File: config.mk
export PLATFORM = sky130hd
export DESIGN_NAME = i2c_bit_master_flat
export DESIGN_NICKNAME = d
export VERILOG_FILES = /design/src/hw/rtl/i2cbm_pkg.sv /design/src/hw/rtl/i2cbm_if.sv /design/src/hw/rtl/i2c_bit_master.sv /design/src/flat_wrapper.sv
export SDC_FILE = /design/constraint.sdc
export NUM_CORES = 1
export LEC_CHECK = 0
export BUFFER_PORTS_ARGS = -buffer_cell sky130_fd_sc_hd__buf_2
export CORE_MARGIN = 10
export CORE_UTILIZATION = 35
export CTS_CLUSTER_SIZE = 12
export DETAILED_ROUTE_END_ITERATION = 8
export PLACE_DENSITY = 0.62
export SYNTH_ARGS = -nofsm -noshare
export SYNTH_HDL_FRONTEND = slang
export SYNTH_SLANG_ARGS = --single-unit
File: constraint.sdc
create_clock -name i_clk -period 4.2 [get_ports i_clk]
set_input_delay 0 -clock i_clk [delete_from_list [all_inputs] [get_ports i_clk]]
set_output_delay 0 -clock i_clk [all_outputs]
set_load 0.05 [all_outputs]
File: src/hw/rtl/i2cbm_pkg.sv
package i2cbm_pkg;

    localparam int COUNTER_WIDTH_DEFAULT = 16;
    localparam int CFG_WIDTH             = 16;
    localparam int BYTE_WIDTH            = 8;
    localparam int CMD_WIDTH             = 3;
    localparam int BIT_IDX_WIDTH         = 3;

    localparam logic [CFG_WIDTH-1:0]     HALF_PERIOD_RESET = 16'd9;
    localparam logic [BIT_IDX_WIDTH-1:0] BIT_LAST          = 3'd7;

    typedef enum logic [CMD_WIDTH-1:0] {
        CMD_NONE  = 3'd0,
        CMD_START = 3'd1,
        CMD_STOP  = 3'd2,
        CMD_WRITE = 3'd3,
        CMD_READ  = 3'd4
    } t_cmd;

    typedef enum logic [3:0] {
        PH_IDLE     = 4'd0,
        PH_START_HI = 4'd1,
        PH_START_LO = 4'd2,
        PH_STOP_LO  = 4'd3,
        PH_STOP_HI  = 4'd4,
        PH_BIT_LOW  = 4'd5,
        PH_BIT_HIGH = 4'd6,
        PH_ACK_LOW  = 4'd7,
        PH_ACK_HIGH = 4'd8
    } t_phase;

    typedef struct packed {
        logic scl;
        logic sda;
        logic oe;
    } t_lines;

    // Line levels driven on entry to a phase.
    function automatic t_lines f_lines(t_phase ph, logic is_write, logic data_bit);
        t_lines l;
        l = '{scl: 1'b1, sda: 1'b1, oe: 1'b1};
        unique case (ph)
            PH_START_HI: l = '{scl: 1'b1, sda: 1'b1, oe: 1'b1};
            PH_START_LO: l = '{scl: 1'b1, sda: 1'b0, oe: 1'b1};
            PH_STOP_LO:  l = '{scl: 1'b1, sda: 1'b0, oe: 1'b1};
            PH_STOP_HI:  l = '{scl: 1'b1, sda: 1'b1, oe: 1'b1};
            PH_BIT_LOW:  l = is_write ? t_lines'{scl: 1'b0, sda: data_bit, oe: 1'b1}
                                      : t_lines'{scl: 1'b0, sda: 1'b1, oe: 1'b0};
            PH_BIT_HIGH: l = is_write ? t_lines'{scl: 1'b1, sda: data_bit, oe: 1'b1}
                                      : t_lines'{scl: 1'b1, sda: 1'b1, oe: 1'b0};
            PH_ACK_LOW:  l = is_write ? t_lines'{scl: 1'b0, sda: 1'b1, oe: 1'b0}
                                      : t_lines'{scl: 1'b0, sda: 1'b1, oe: 1'b1};
            PH_ACK_HIGH: l = is_write ? t_lines'{scl: 1'b1, sda: 1'b1, oe: 1'b0}
                                      : t_lines'{scl: 1'b1, sda: 1'b1, oe: 1'b1};
            default:     l = '{scl: 1'b1, sda: 1'b1, oe: 1'b1};
        endcase
        return l;
    endfunction

endpackage

File: src/hw/rtl/i2cbm_if.sv
interface i2cbm_in_if;
    logic                                valid;
    logic                                ready;
    logic [i2cbm_pkg::CMD_WIDTH-1:0]     command;
    logic [i2cbm_pkg::BYTE_WIDTH-1:0]    write_byte;
    logic                                sda_in;

    modport source (output valid, command, write_byte, sda_in, input ready);
    modport sink   (input valid, command, write_byte, sda_in, output ready);
endinterface

interface i2cbm_out_if;
    logic                                valid;
    logic                                ready;
    logic                                scl_level;
    logic                                sda_value;
    logic                                sda_enable;
    logic                                busy_res;
    logic                                done_res;
    logic [i2cbm_pkg::BYTE_WIDTH-1:0]    read_byte;

    modport source (output valid, scl_level, sda_value, sda_enable, busy_res, done_res,
                    read_byte, input ready);
    modport sink   (input valid, scl_level, sda_value, sda_enable, busy_res, done_res,
                    read_byte, output ready);
endinterface

File: src/hw/rtl/i2c_bit_master.sv
// I2C master line sequencer. Every transaction on i_in is one tick of line time: it may carry
// a command (start, stop, write byte, read byte) and always carries the sampled SDA level.
// Every accepted tick yields exactly one transaction on o_out with the SCL level, SDA value,
// SDA output enable, busy, a one-tick done pulse and the byte from the last completed read.
// Each SCL low or high phase lasts i_cfg_wdata ticks as last written (zero counts as one,
// values above the tick counter range saturate; reset value 9). A command that arrives while
// busy, or an unknown command code, is ignored. A write sends 8 bits MSB first and then an
// ACK slot with SDA released (the ACK is not checked); a read samples SDA on the last tick of
// each high phase and ends with a NACK. Rate: one tick per clock cycle. The whole update for
// a tick is a single pass from the state registers into the result register, and the input
// stays ready while the result register is empty or being taken in the same cycle, so the
// only thing that slows the block is backpressure on o_out. Write the configuration only
// while the block is idle.
module i2c_bit_master #(
    parameter int COUNTER_WIDTH = i2cbm_pkg::COUNTER_WIDTH_DEFAULT
) (
    input  logic                               i_clk,
    input  logic                               i_rst_n,
    input  logic                               i_cfg_we,
    input  logic [i2cbm_pkg::CFG_WIDTH-1:0]    i_cfg_wdata,
    i2cbm_in_if.sink                           i_in,
    i2cbm_out_if.source                        o_out
);

    // Comparison width covers both the counter and the config field.
    localparam int LW = (COUNTER_WIDTH > i2cbm_pkg::CFG_WIDTH) ? COUNTER_WIDTH
                                                                : i2cbm_pkg::CFG_WIDTH;
    localparam logic [LW-1:0] CNT_MAX = LW'({COUNTER_WIDTH{1'b1}});

    // State
    logic [i2cbm_pkg::CFG_WIDTH-1:0]     r_half_period;
    i2cbm_pkg::t_phase                   r_phase, n_phase;
    i2cbm_pkg::t_cmd                     r_op, n_op;
    logic [i2cbm_pkg::BIT_IDX_WIDTH-1:0] r_bit_idx, n_bit_idx;
    logic [COUNTER_WIDTH-1:0]            r_tick, n_tick;
    logic [i2cbm_pkg::BYTE_WIDTH-1:0]    r_shift, n_shift;
    logic [i2cbm_pkg::BYTE_WIDTH-1:0]    r_rx, n_rx;
    logic                                r_scl, n_scl;
    logic                                r_sda, n_sda;
    logic                                r_sda_oe, n_sda_oe;

    // Result register
    logic                                r_out_valid;
    logic                                r_out_scl;
    logic                                r_out_sda;
    logic                                r_out_oe;
    logic                                r_out_busy;
    logic                                r_out_done;
    logic [i2cbm_pkg::BYTE_WIDTH-1:0]    r_out_rx;

    logic                                w_accept;
    logic                                w_enter;
    logic                                w_ack_end;
    logic                                w_done;
    logic [COUNTER_WIDTH-1:0]            w_tick_inc;
    logic [LW-1:0]                       w_cfg_ext;
    logic [LW-1:0]                       w_len;
    logic                                w_expire;
    i2cbm_pkg::t_lines                   w_lines;

    // Input is taken whenever the result register can be loaded this cycle.
    assign i_in.ready = !r_out_valid || o_out.ready;
    assign w_accept   = i_in.valid && i_in.ready;

    // Phase length: zero means one, saturate to the counter range.
    assign w_cfg_ext  = LW'(r_half_period);
    always_comb begin
        if (w_cfg_ext == '0) begin
            w_len = LW'(1);
        end else if (w_cfg_ext > CNT_MAX) begin
            w_len = CNT_MAX;
        end else begin
            w_len = w_cfg_ext;
        end
    end

    assign w_tick_inc = r_tick + COUNTER_WIDTH'(1);
    assign w_expire   = LW'(w_tick_inc) >= w_len;

    // Next state
    always_comb begin
        n_phase   = r_phase;
        n_op      = r_op;
        n_bit_idx = r_bit_idx;
        n_tick    = r_tick;
        n_shift   = r_shift;
        n_rx      = r_rx;
        w_enter   = 1'b0;
        w_ack_end = 1'b0;
        w_done    = 1'b0;
        if (r_phase == i2cbm_pkg::PH_IDLE) begin
            unique case (i2cbm_pkg::t_cmd'(i_in.command))
                i2cbm_pkg::CMD_START: begin
                    n_op      = i2cbm_pkg::CMD_START;
                    n_bit_idx = '0;
                    n_tick    = '0;
                    n_phase   = i2cbm_pkg::PH_START_HI;
                    w_enter   = 1'b1;
                end
                i2cbm_pkg::CMD_STOP: begin
                    n_op      = i2cbm_pkg::CMD_STOP;
                    n_bit_idx = '0;
                    n_tick    = '0;
                    n_phase   = i2cbm_pkg::PH_STOP_LO;
                    w_enter   = 1'b1;
                end
                i2cbm_pkg::CMD_WRITE: begin
                    n_op      = i2cbm_pkg::CMD_WRITE;
                    n_bit_idx = '0;
                    n_tick    = '0;
                    n_shift   = i_in.write_byte;
                    n_phase   = i2cbm_pkg::PH_BIT_LOW;
                    w_enter   = 1'b1;
                end
                i2cbm_pkg::CMD_READ: begin
                    n_op      = i2cbm_pkg::CMD_READ;
                    n_bit_idx = '0;
                    n_tick    = '0;
                    n_shift   = '0;
                    n_phase   = i2cbm_pkg::PH_BIT_LOW;
                    w_enter   = 1'b1;
                end
                default: ;  // no command, or an unknown code
            endcase
        end else begin
            n_tick = w_tick_inc;
            if (w_expire) begin
                n_tick = '0;
                unique case (r_phase)
                    i2cbm_pkg::PH_START_HI: begin
                        n_phase = i2cbm_pkg::PH_START_LO;
                        w_enter = 1'b1;
                    end
                    i2cbm_pkg::PH_STOP_LO: begin
                        n_phase = i2cbm_pkg::PH_STOP_HI;
                        w_enter = 1'b1;
                    end
                    i2cbm_pkg::PH_START_LO,
                    i2cbm_pkg::PH_STOP_HI: begin
                        n_phase = i2cbm_pkg::PH_IDLE;
                        w_done  = 1'b1;
                    end
                    i2cbm_pkg::PH_BIT_LOW: begin
                        n_phase = i2cbm_pkg::PH_BIT_HIGH;
                        w_enter = 1'b1;
                    end
                    i2cbm_pkg::PH_BIT_HIGH: begin
                        if (r_op == i2cbm_pkg::CMD_READ) begin
                            n_shift = {r_shift[i2cbm_pkg::BYTE_WIDTH-2:0], i_in.sda_in};
                        end
                        if (r_bit_idx == i2cbm_pkg::BIT_LAST) begin
                            n_phase = i2cbm_pkg::PH_ACK_LOW;
                        end else begin
                            n_bit_idx = r_bit_idx + i2cbm_pkg::BIT_IDX_WIDTH'(1);
                            n_phase   = i2cbm_pkg::PH_BIT_LOW;
                        end
                        w_enter = 1'b1;
                    end
                    i2cbm_pkg::PH_ACK_LOW: begin
                        n_phase = i2cbm_pkg::PH_ACK_HIGH;
                        w_enter = 1'b1;
                    end
                    i2cbm_pkg::PH_ACK_HIGH: begin
                        if (r_op == i2cbm_pkg::CMD_READ) begin
                            n_rx = r_shift;
                        end
                        n_phase   = i2cbm_pkg::PH_IDLE;
                        w_ack_end = 1'b1;
                        w_done    = 1'b1;
                    end
                    default: begin
                        n_phase = i2cbm_pkg::PH_IDLE;
                    end
                endcase
            end
        end
    end

    // Line outputs: set on phase entry, SCL dropped after the ACK/NACK slot.
    assign w_lines = i2cbm_pkg::f_lines(n_phase, n_op == i2cbm_pkg::CMD_WRITE,
                                        n_shift[~n_bit_idx]);
    always_comb begin
        n_scl    = r_scl;
        n_sda    = r_sda;
        n_sda_oe = r_sda_oe;
        if (w_enter) begin
            n_scl    = w_lines.scl;
            n_sda    = w_lines.sda;
            n_sda_oe = w_lines.oe;
        end else if (w_ack_end) begin
            n_scl    = 1'b0;
        end
    end

    always_ff @(posedge i_clk) begin
        if (!i_rst_n) begin
            r_half_period <= i2cbm_pkg::HALF_PERIOD_RESET;
            r_phase       <= i2cbm_pkg::PH_IDLE;
            r_op          <= i2cbm_pkg::CMD_NONE;
            r_bit_idx     <= '0;
            r_tick        <= '0;
            r_shift       <= '0;
            r_rx          <= '0;
            r_scl         <= 1'b1;
            r_sda         <= 1'b1;
            r_sda_oe      <= 1'b1;
            r_out_valid   <= 1'b0;
        end else begin
            if (i_cfg_we) begin
                r_half_period <= i_cfg_wdata;
            end
            if (w_accept) begin
                r_phase     <= n_phase;
                r_op        <= n_op;
                r_bit_idx   <= n_bit_idx;
                r_tick      <= n_tick;
                r_shift     <= n_shift;
                r_rx        <= n_rx;
                r_scl       <= n_scl;
                r_sda       <= n_sda;
                r_sda_oe    <= n_sda_oe;
                r_out_valid <= 1'b1;
            end else if (o_out.ready) begin
                r_out_valid <= 1'b0;
            end
        end
    end

    // Result payload, loaded with each accepted tick.
    always_ff @(posedge i_clk) begin
        if (w_accept) begin
            r_out_scl  <= n_scl;
            r_out_sda  <= n_sda;
            r_out_oe   <= n_sda_oe;
            r_out_busy <= (n_phase != i2cbm_pkg::PH_IDLE);
            r_out_done <= w_done;
            r_out_rx   <= n_rx;
        end
    end

    assign o_out.valid      = r_out_valid;
    assign o_out.scl_level  = r_out_scl;
    assign o_out.sda_value  = r_out_sda;
    assign o_out.sda_enable = r_out_oe;
    assign o_out.busy_res   = r_out_busy;
    assign o_out.done_res   = r_out_done;
    assign o_out.read_byte  = r_out_rx;

    // Checks
    a_idle_tick_zero: assert property (@(posedge i_clk) disable iff (!i_rst_n)
        (r_phase == i2cbm_pkg::PH_IDLE) |-> (r_tick == '0))
        else $error("tick counter running while idle");

    a_accept_loads_result: assert property (@(posedge i_clk) disable iff (!i_rst_n)
        w_accept |=> r_out_valid)
        else $error("accepted tick produced no result");

    a_done_not_busy: assert property (@(posedge i_clk) disable iff (!i_rst_n)
        (r_out_valid && r_out_done) |-> !r_out_busy)
        else $error("done reported while still busy");

    a_write_drives_data: assert property (@(posedge i_clk) disable iff (!i_rst_n)
        ((r_phase == i2cbm_pkg::PH_BIT_LOW || r_phase == i2cbm_pkg::PH_BIT_HIGH)
         && r_op == i2cbm_pkg::CMD_WRITE) |-> r_sda_oe)
        else $error("SDA released during a write data bit");

    a_busy_holds_cfg_phase: assert property (@(posedge i_clk) disable iff (!i_rst_n)
        (r_phase != i2cbm_pkg::PH_IDLE && !w_accept) |=> $stable(r_phase))
        else $error("phase moved without a tick");

endmodule
File: src/flat_wrapper.sv
// flat-port wrapper written by rule: the top's interface ports become plain ports
module i2c_bit_master_flat 
#(
    parameter int COUNTER_WIDTH = i2cbm_pkg::COUNTER_WIDTH_DEFAULT
)
  (i_clk, i_rst_n, i_cfg_we, i_cfg_wdata, i_in_valid, i_in_command, i_in_write_byte, i_in_sda_in, i_in_ready, o_out_valid, o_out_scl_level, o_out_sda_value, o_out_sda_enable, o_out_busy_res, o_out_done_res, o_out_read_byte, o_out_ready);
  i2cbm_in_if i_in_i ();
  i2cbm_out_if o_out_i ();
  input  logic i_clk;
  input  logic i_rst_n;
  input  logic i_cfg_we;
  input  logic [i2cbm_pkg::CFG_WIDTH-1:0] i_cfg_wdata;
  input wire logic [$bits(i_in_i.valid)-1:0] i_in_valid;
  input wire logic [$bits(i_in_i.command)-1:0] i_in_command;
  input wire logic [$bits(i_in_i.write_byte)-1:0] i_in_write_byte;
  input wire logic [$bits(i_in_i.sda_in)-1:0] i_in_sda_in;
  output wire logic [$bits(i_in_i.ready)-1:0] i_in_ready;
  output wire logic [$bits(o_out_i.valid)-1:0] o_out_valid;
  output wire logic [$bits(o_out_i.scl_level)-1:0] o_out_scl_level;
  output wire logic [$bits(o_out_i.sda_value)-1:0] o_out_sda_value;
  output wire logic [$bits(o_out_i.sda_enable)-1:0] o_out_sda_enable;
  output wire logic [$bits(o_out_i.busy_res)-1:0] o_out_busy_res;
  output wire logic [$bits(o_out_i.done_res)-1:0] o_out_done_res;
  output wire logic [$bits(o_out_i.read_byte)-1:0] o_out_read_byte;
  input wire logic [$bits(o_out_i.ready)-1:0] o_out_ready;
  assign i_in_i.valid = i_in_valid;
  assign i_in_i.command = i_in_command;
  assign i_in_i.write_byte = i_in_write_byte;
  assign i_in_i.sda_in = i_in_sda_in;
  assign i_in_ready = i_in_i.ready;
  assign o_out_valid = o_out_i.valid;
  assign o_out_scl_level = o_out_i.scl_level;
  assign o_out_sda_value = o_out_i.sda_value;
  assign o_out_sda_enable = o_out_i.sda_enable;
  assign o_out_busy_res = o_out_i.busy_res;
  assign o_out_done_res = o_out_i.done_res;
  assign o_out_read_byte = o_out_i.read_byte;
  assign o_out_i.ready = o_out_ready;
  i2c_bit_master #(.COUNTER_WIDTH(COUNTER_WIDTH)) u_core (.i_clk(i_clk), .i_rst_n(i_rst_n), .i_cfg_we(i_cfg_we), .i_cfg_wdata(i_cfg_wdata), .i_in(i_in_i), .o_out(o_out_i));
endmodule
Yosys cells after proc, flatten, opt, wreduce, memory -nomap -nowiden
Index checks and enable logic that the tools add are counted.

Add/sub/neg operators: 2. Multiply operators: 0. Div/mod/pow operators: 0. $lt $le $gt $ge: 3. Equal/unequal tests: 22. Shift-type cells: 0. Multiplexer cells: 47. Bitwise gates (word level): 2. Reductions and logical operators: 14.

Operators with widths (number): $mux W16 (5); $mux W8 (8); $eq A4 B3 Y1 const B (7); $pmux W4 S5 (1); $mux W3 (6); $mux W1 (17); $add A16 B1 Y16 const B (1); $eq A4 B2 Y1 const B (4); $ge A16 B16 Y1 (1); $gt A16 B16 Y1 const B (1); $logic_not A16 Y1 (1); $pmux W8 S2 (1); $pmux W3 S5 (1); $pmux W3 S4 (1); $pmux W4 S3 (1); $eq A3 B2 Y1 const B (3); $eq A3 B3 Y1 const B (3); $eq A4 B4 Y1 const B (2); $mux W4 (2); $mux W2 (3); $reduce_or A2 Y1 (3); $reduce_or A5 Y1 (1); $eq A4 B1 Y1 const B (1); $logic_not A4 Y1 (1); other kinds (15) (15).

Bits in registers: 75. Latch bits: 0. Bits in writable memories: 0. Bits in read-only memories: 0. Bits of input ports: 33. Output and inout port bits: 15. Word-level logic and storage cells: 107. Memories: 0.

Logic depth before layout (Yosys ltp)
Depth in word-level cells: 12. Gate-level depth with buffers: 18. Mapped depth without buffers: 17.

Worst setup path before layout
OpenSTA, ideal clock, no wires.

Path kind: flip-flop to flip-flop. Start point: register u_core.r_tick[0]. End point: register u_core.r_out_oe (netlist: u_core.o_out.sda_enable) (data pin). Library setup time: 260 ps. Arrival: 4237 ps. Data required time: 3940 ps. Slack: -297 ps. Cell stages (with the launch flop): 18. Buffers on the path: 1. Period minus slack after synthesis: 4497 ps. Cells stage by stage: dfxtp_1 ha_1 and3_1 and3_1 and3_1 and3_1 nand3_1 xnor2_1 ha_1 nand4_1 or4_4 o32ai_4 nor2_4 a221o_2 buf_2 nor3b_1 a22oi_1 mux2_2.

Cells in the longest elaborated chain, start to end: 8. Elaborated cells on any way between the ends: 15. Those cells by class: add/sub: 1; order compare: 1; eq/ne: 6; mux: 6; reduce/logical: 1.

RTL lines: start: declaration (RTL line i2c_bit_master.sv:35) `logic [COUNTER_WIDTH-1:0] r_tick, n_tick;`; start signal: assignment (RTL line i2c_bit_master.sv:216) `r_tick <= n_tick;`; $add A16 B1 Y16 (*) (RTL line i2c_bit_master.sv:77) `assign w_tick_inc = r_tick + COUNTER_WIDTH'(1);`; $ge A16 B16 Y1 (*) (RTL line i2c_bit_master.sv:78) `assign w_expire = LW'(w_tick_inc) >= w_len;`; $mux W4 (RTL line i2c_bit_master.sv:127) `if (w_expire) begin`; $mux W4 (RTL line i2c_bit_master.sv:91) `if (r_phase == i2cbm_pkg::PH_IDLE) begin`; $eq A4 B2 Y1 (RTL line i2cbm_pkg.sv:42) `unique case (ph)`; $reduce_or A2 Y1 (no line); $pmux W3 S5 (RTL line i2cbm_pkg.sv:42); $mux W1 (*) (RTL line i2c_bit_master.sv:186) `if (w_enter) begin`; net u_core.n_sda_oe (RTL line i2c_bit_master.sv:40) `logic r_sda_oe, n_sda_oe;`; end signal: assignment (RTL line i2c_bit_master.sv:234) `r_out_oe <= n_sda_oe;`; end: declaration (RTL line i2c_bit_master.sv:46) `logic r_out_oe;`.

The timed path passes the listed nets; every way through them passes the cells marked *. A chain may end at the register's enable or synchronous reset.

Final worst setup path
Start point: register u_core.r_tick[1]. End point: register u_core.r_out_oe (netlist: u_core.o_out.sda_enable) (data pin).

Same word-level chain as after synthesis.

==> qor.txt <==
status = finished, violations left
violated checks = negative hold slack, negative setup slack
sequential share of the synthesized area = 0.369
worst hold margin = -0.00105 ns
DRC Markers = 0
die width = 132 um
share of layout cells above drive strength 1 = 0.282
CTS Buffer Depth = 2
Arrival @ worst endpoint = 4.44 ns
initial antenna violation count = 0
CORE AREA = 12,200 sq um
Slew Viols, Final = 0
top_reg_cell synth = dfxtp_1
max-cap violation count = 0
minimum clock period after layout = 4.35 ns
WL/cell = 15.2 um
Worst setup EP type = register
Max Fclk = 230 MHz
most common cell after layout, fill and taps aside = nor2_1
Area Overhead vs Synth = 34.6%
GPL Wtd Cong = 0.845
Fillers = 1,123
clk_lat worst skew = 0.34 ns
Port Buffers = 47
io pins = 48
fin nets = 681
CTS tree = done
FP Rows = 40
pin count of the biggest net entering global routing = 48
Yosys reg bits = 75
Static Leak = 2.50 nW
clock skew = 0.00848 ns
Worst Reg-to-Reg Cells = 18
first-pass GRT wire length = 20,200 um
die area = 17,500 sq um
CTS H-tree lvls = 3
asr flop ratio synth = 0
Data required, critical path = 4.29 ns
Slowest-stage cell, CP = or4_4
Top delay family on crit path = simple AND/OR/NAND/NOR gates
Hold Crit Class = in -> reg
number of flops mapped to enable cells by yosys = 13
first drt pass iteration count = 4
area of the multi-input gates = 2850 sq um
die height = 132 um
initial core utilization = 0.363
worst vdd ir = 0.342 mV
Post-Syn Area = 4420 sq um
total track usage = 0.135
Antenna Cells = 0
Worst path most repeated cell = and3_4
TritonCTS Sinks = 75
Syn Nets = 574
Max-slew headroom = 0.407
DP Wirelength = 8530 um
final setup fails = 5
vias = 4,223
Final WS setup = -0.150 ns
CP max stage delay = 0.46 ns
Synth Instances = 523
pre-CTS WS = -0.150 ns
CP Max Fanout = 5
Util after Layout = 0.489
Synth Area per Inst = 8.45 sq um
Avg Vias per Cell = 5.27
yosys warns = 0
Worst Path Buf+Inv = 1
commonest cells after routing, fill and taps aside = nor2_1 (88), dfxtp_1 (59), buf_4 (51), buf_2 (47), a21oi_1 (38)
Setup crit start kind = register
total gr overflow = 0
critical-path cell list = and3_4, and3_4, and3_4, and3_4, and3_4, nand3_2, xnor2_1, ha_1, nand4_1, or4_4, o32ai_4, buf_6, nor2_4, a221o_2, xnor2_2, mux2i_1, a22oi_1, mux2_2
Tightest Pin Transition = 0.883 ns
RSZ-0062 raised after global routing = true
critical path class = reg -> reg
Antenna Nets Post-Route = 0
vias in the first global route = 4,107
final hold violation count = 1
Critical Path Stages = 18
Reg clk slew, reported paths = 0.05 ns
CTS Buf Count = 9
Cell Pwr Density = 354 nW/um^2
Period Utilization, post-route = 1.04
sequential cell area = 1640 sq um
post-synth cell types = 64
CTS root buffer = clkbuf_16
hold path cells = 3
Final Routed Wirelength = 12,200 um
DR iter-0 viols = 248
==> kinds of logic after synthesis <==
family,synth area share
AO/OA/AOI/OAI,0.197
multiplexers,0.0756
flip-flops,0.369
adder cells (fa/ha/maj),0.0510
buffers and inverters,0.0402
XOR/XNOR,0.0436
AND/OR/NAND/NOR,0.223
==> worst reg2reg max path, stage by stage (launching register included) <==
cell     delay (ns)
dfxtp_2        0.36
and3_4         0.19
and3_4         0.18
and3_4         0.18
and3_4         0.18
and3_4         0.23
nand3_2        0.09
xnor2_1        0.17
ha_1           0.30
nand4_1        0.12
or4_4          0.46
o32ai_4        0.30
buf_6          0.15
nor2_4         0.05
a221o_2        0.45
xnor2_2        0.15
mux2i_1        0.17
a22oi_1        0.11
mux2_2         0.27
==> cells in the mapped netlist, drive strengths merged, types with 5 or more instances <==
cell type	number	area share
nand2b	6	0.0085
nand4	5	0.0071
nor3	20	0.024
o21ai	26	0.029
xnor2	9	0.018
edfxtp	13	0.088
or3	5	0.0071
nor4	5	0.0071
a211oi	7	0.012
clkbuf	23	0.020
mux2	11	0.028
a21oi	39	0.044
inv	21	0.018
ha	18	0.051
nor2	89	0.077
a22oi	9	0.015
mux2i	21	0.048
a221oi	5	0.0099
xor2	13	0.026
nand2	34	0.029
and3	12	0.017
nand3	11	0.012
nor3b	7	0.012
dfxtp	62	0.28
==> area by class of cell <==
class / instances / share of cell area
Multi-Input combinational cell: 401 / 0.479
Sequential cell: 75 / 0.275
Timing Repair Buffer: 121 / 0.143
Clock buffer: 10 / 0.0402
Tap cell: 168 / 0.0353
Inverter: 22 / 0.0139
Clock inverter: 5 / 0.0130
==> path summary, 6_finish.rpt <==
kind | start | slack, ns | to
setup reg to reg | u_core.r_tick[1]$_SDFFE_PN0P_ | -0.15 | u_core.o_out.sda_enable$_DFFE_PP_
hold / removal | o_out_ready | -0.001 | u_core.o_out.valid$_SDFFE_PN0P_
hold reg to reg | u_core.r_rx[2]$_SDFFE_PN0P_ | 0.49 | u_core.r_rx[2]$_SDFFE_PN0P_
setup / recovery | u_core.r_tick[1]$_SDFFE_PN0P_ | -0.15 | u_core.o_out.sda_enable$_DFFE_PP_
==> per-layer routing <==
metal,up-vias,track usage,share of wire,wire (um)
met5,-,0,0,0
met1,2001,0.165,0.45,5440
li1,2109,-,-,-
met4,0,0.0330,0.014,172
met3,15,0.0328,0.042,509
met2,98,0.232,0.50,6030
==> registers in the layout, indices dropped and copies added, names as in the netlist, 3 cells and up <==
signal,flops
u_core.r_rx,8
u_core.r_half_period,16
u_core.r_shift,8
u_core.r_bit_idx,3
u_core.r_phase,4
u_core.r_op,3
u_core.r_tick,16
u_core.o_out.read_byte,8
==> where the power goes <==
part	switching (mW)	leakage (nW)	internal, mW
Combinational	0.270	1.71	0.197
Sequential	0.0374	0.633	0.777
Clock	0.293	0.156	0.531
Total	0.600	2.50	1.50
==> per-stage QoR <==
stage,TNS (ns),power [mW],cell area (sq um),std cells
final,-0.480,2.11,5950,802
after floorplan,0,1.11,4500,523
after detailed placement,-0.339,1.25,5160,755
after global routing,-1.78,2.20,5950,802
after CTS,-0.132,2.11,5840,797
after global placement,-0.0534,1.24,5160,755
==> repair_timing <==
action                     in CTS  in global routing
setup buffers                   6                  5
pin swaps                       5                  7
setup endpoints to repair       4                 34
gates resized for setup        23                 15
hold buffers                   21                  0
hold endpoints to repair       20                  0
Note: power is estimated with default switching activity, not from simulation.
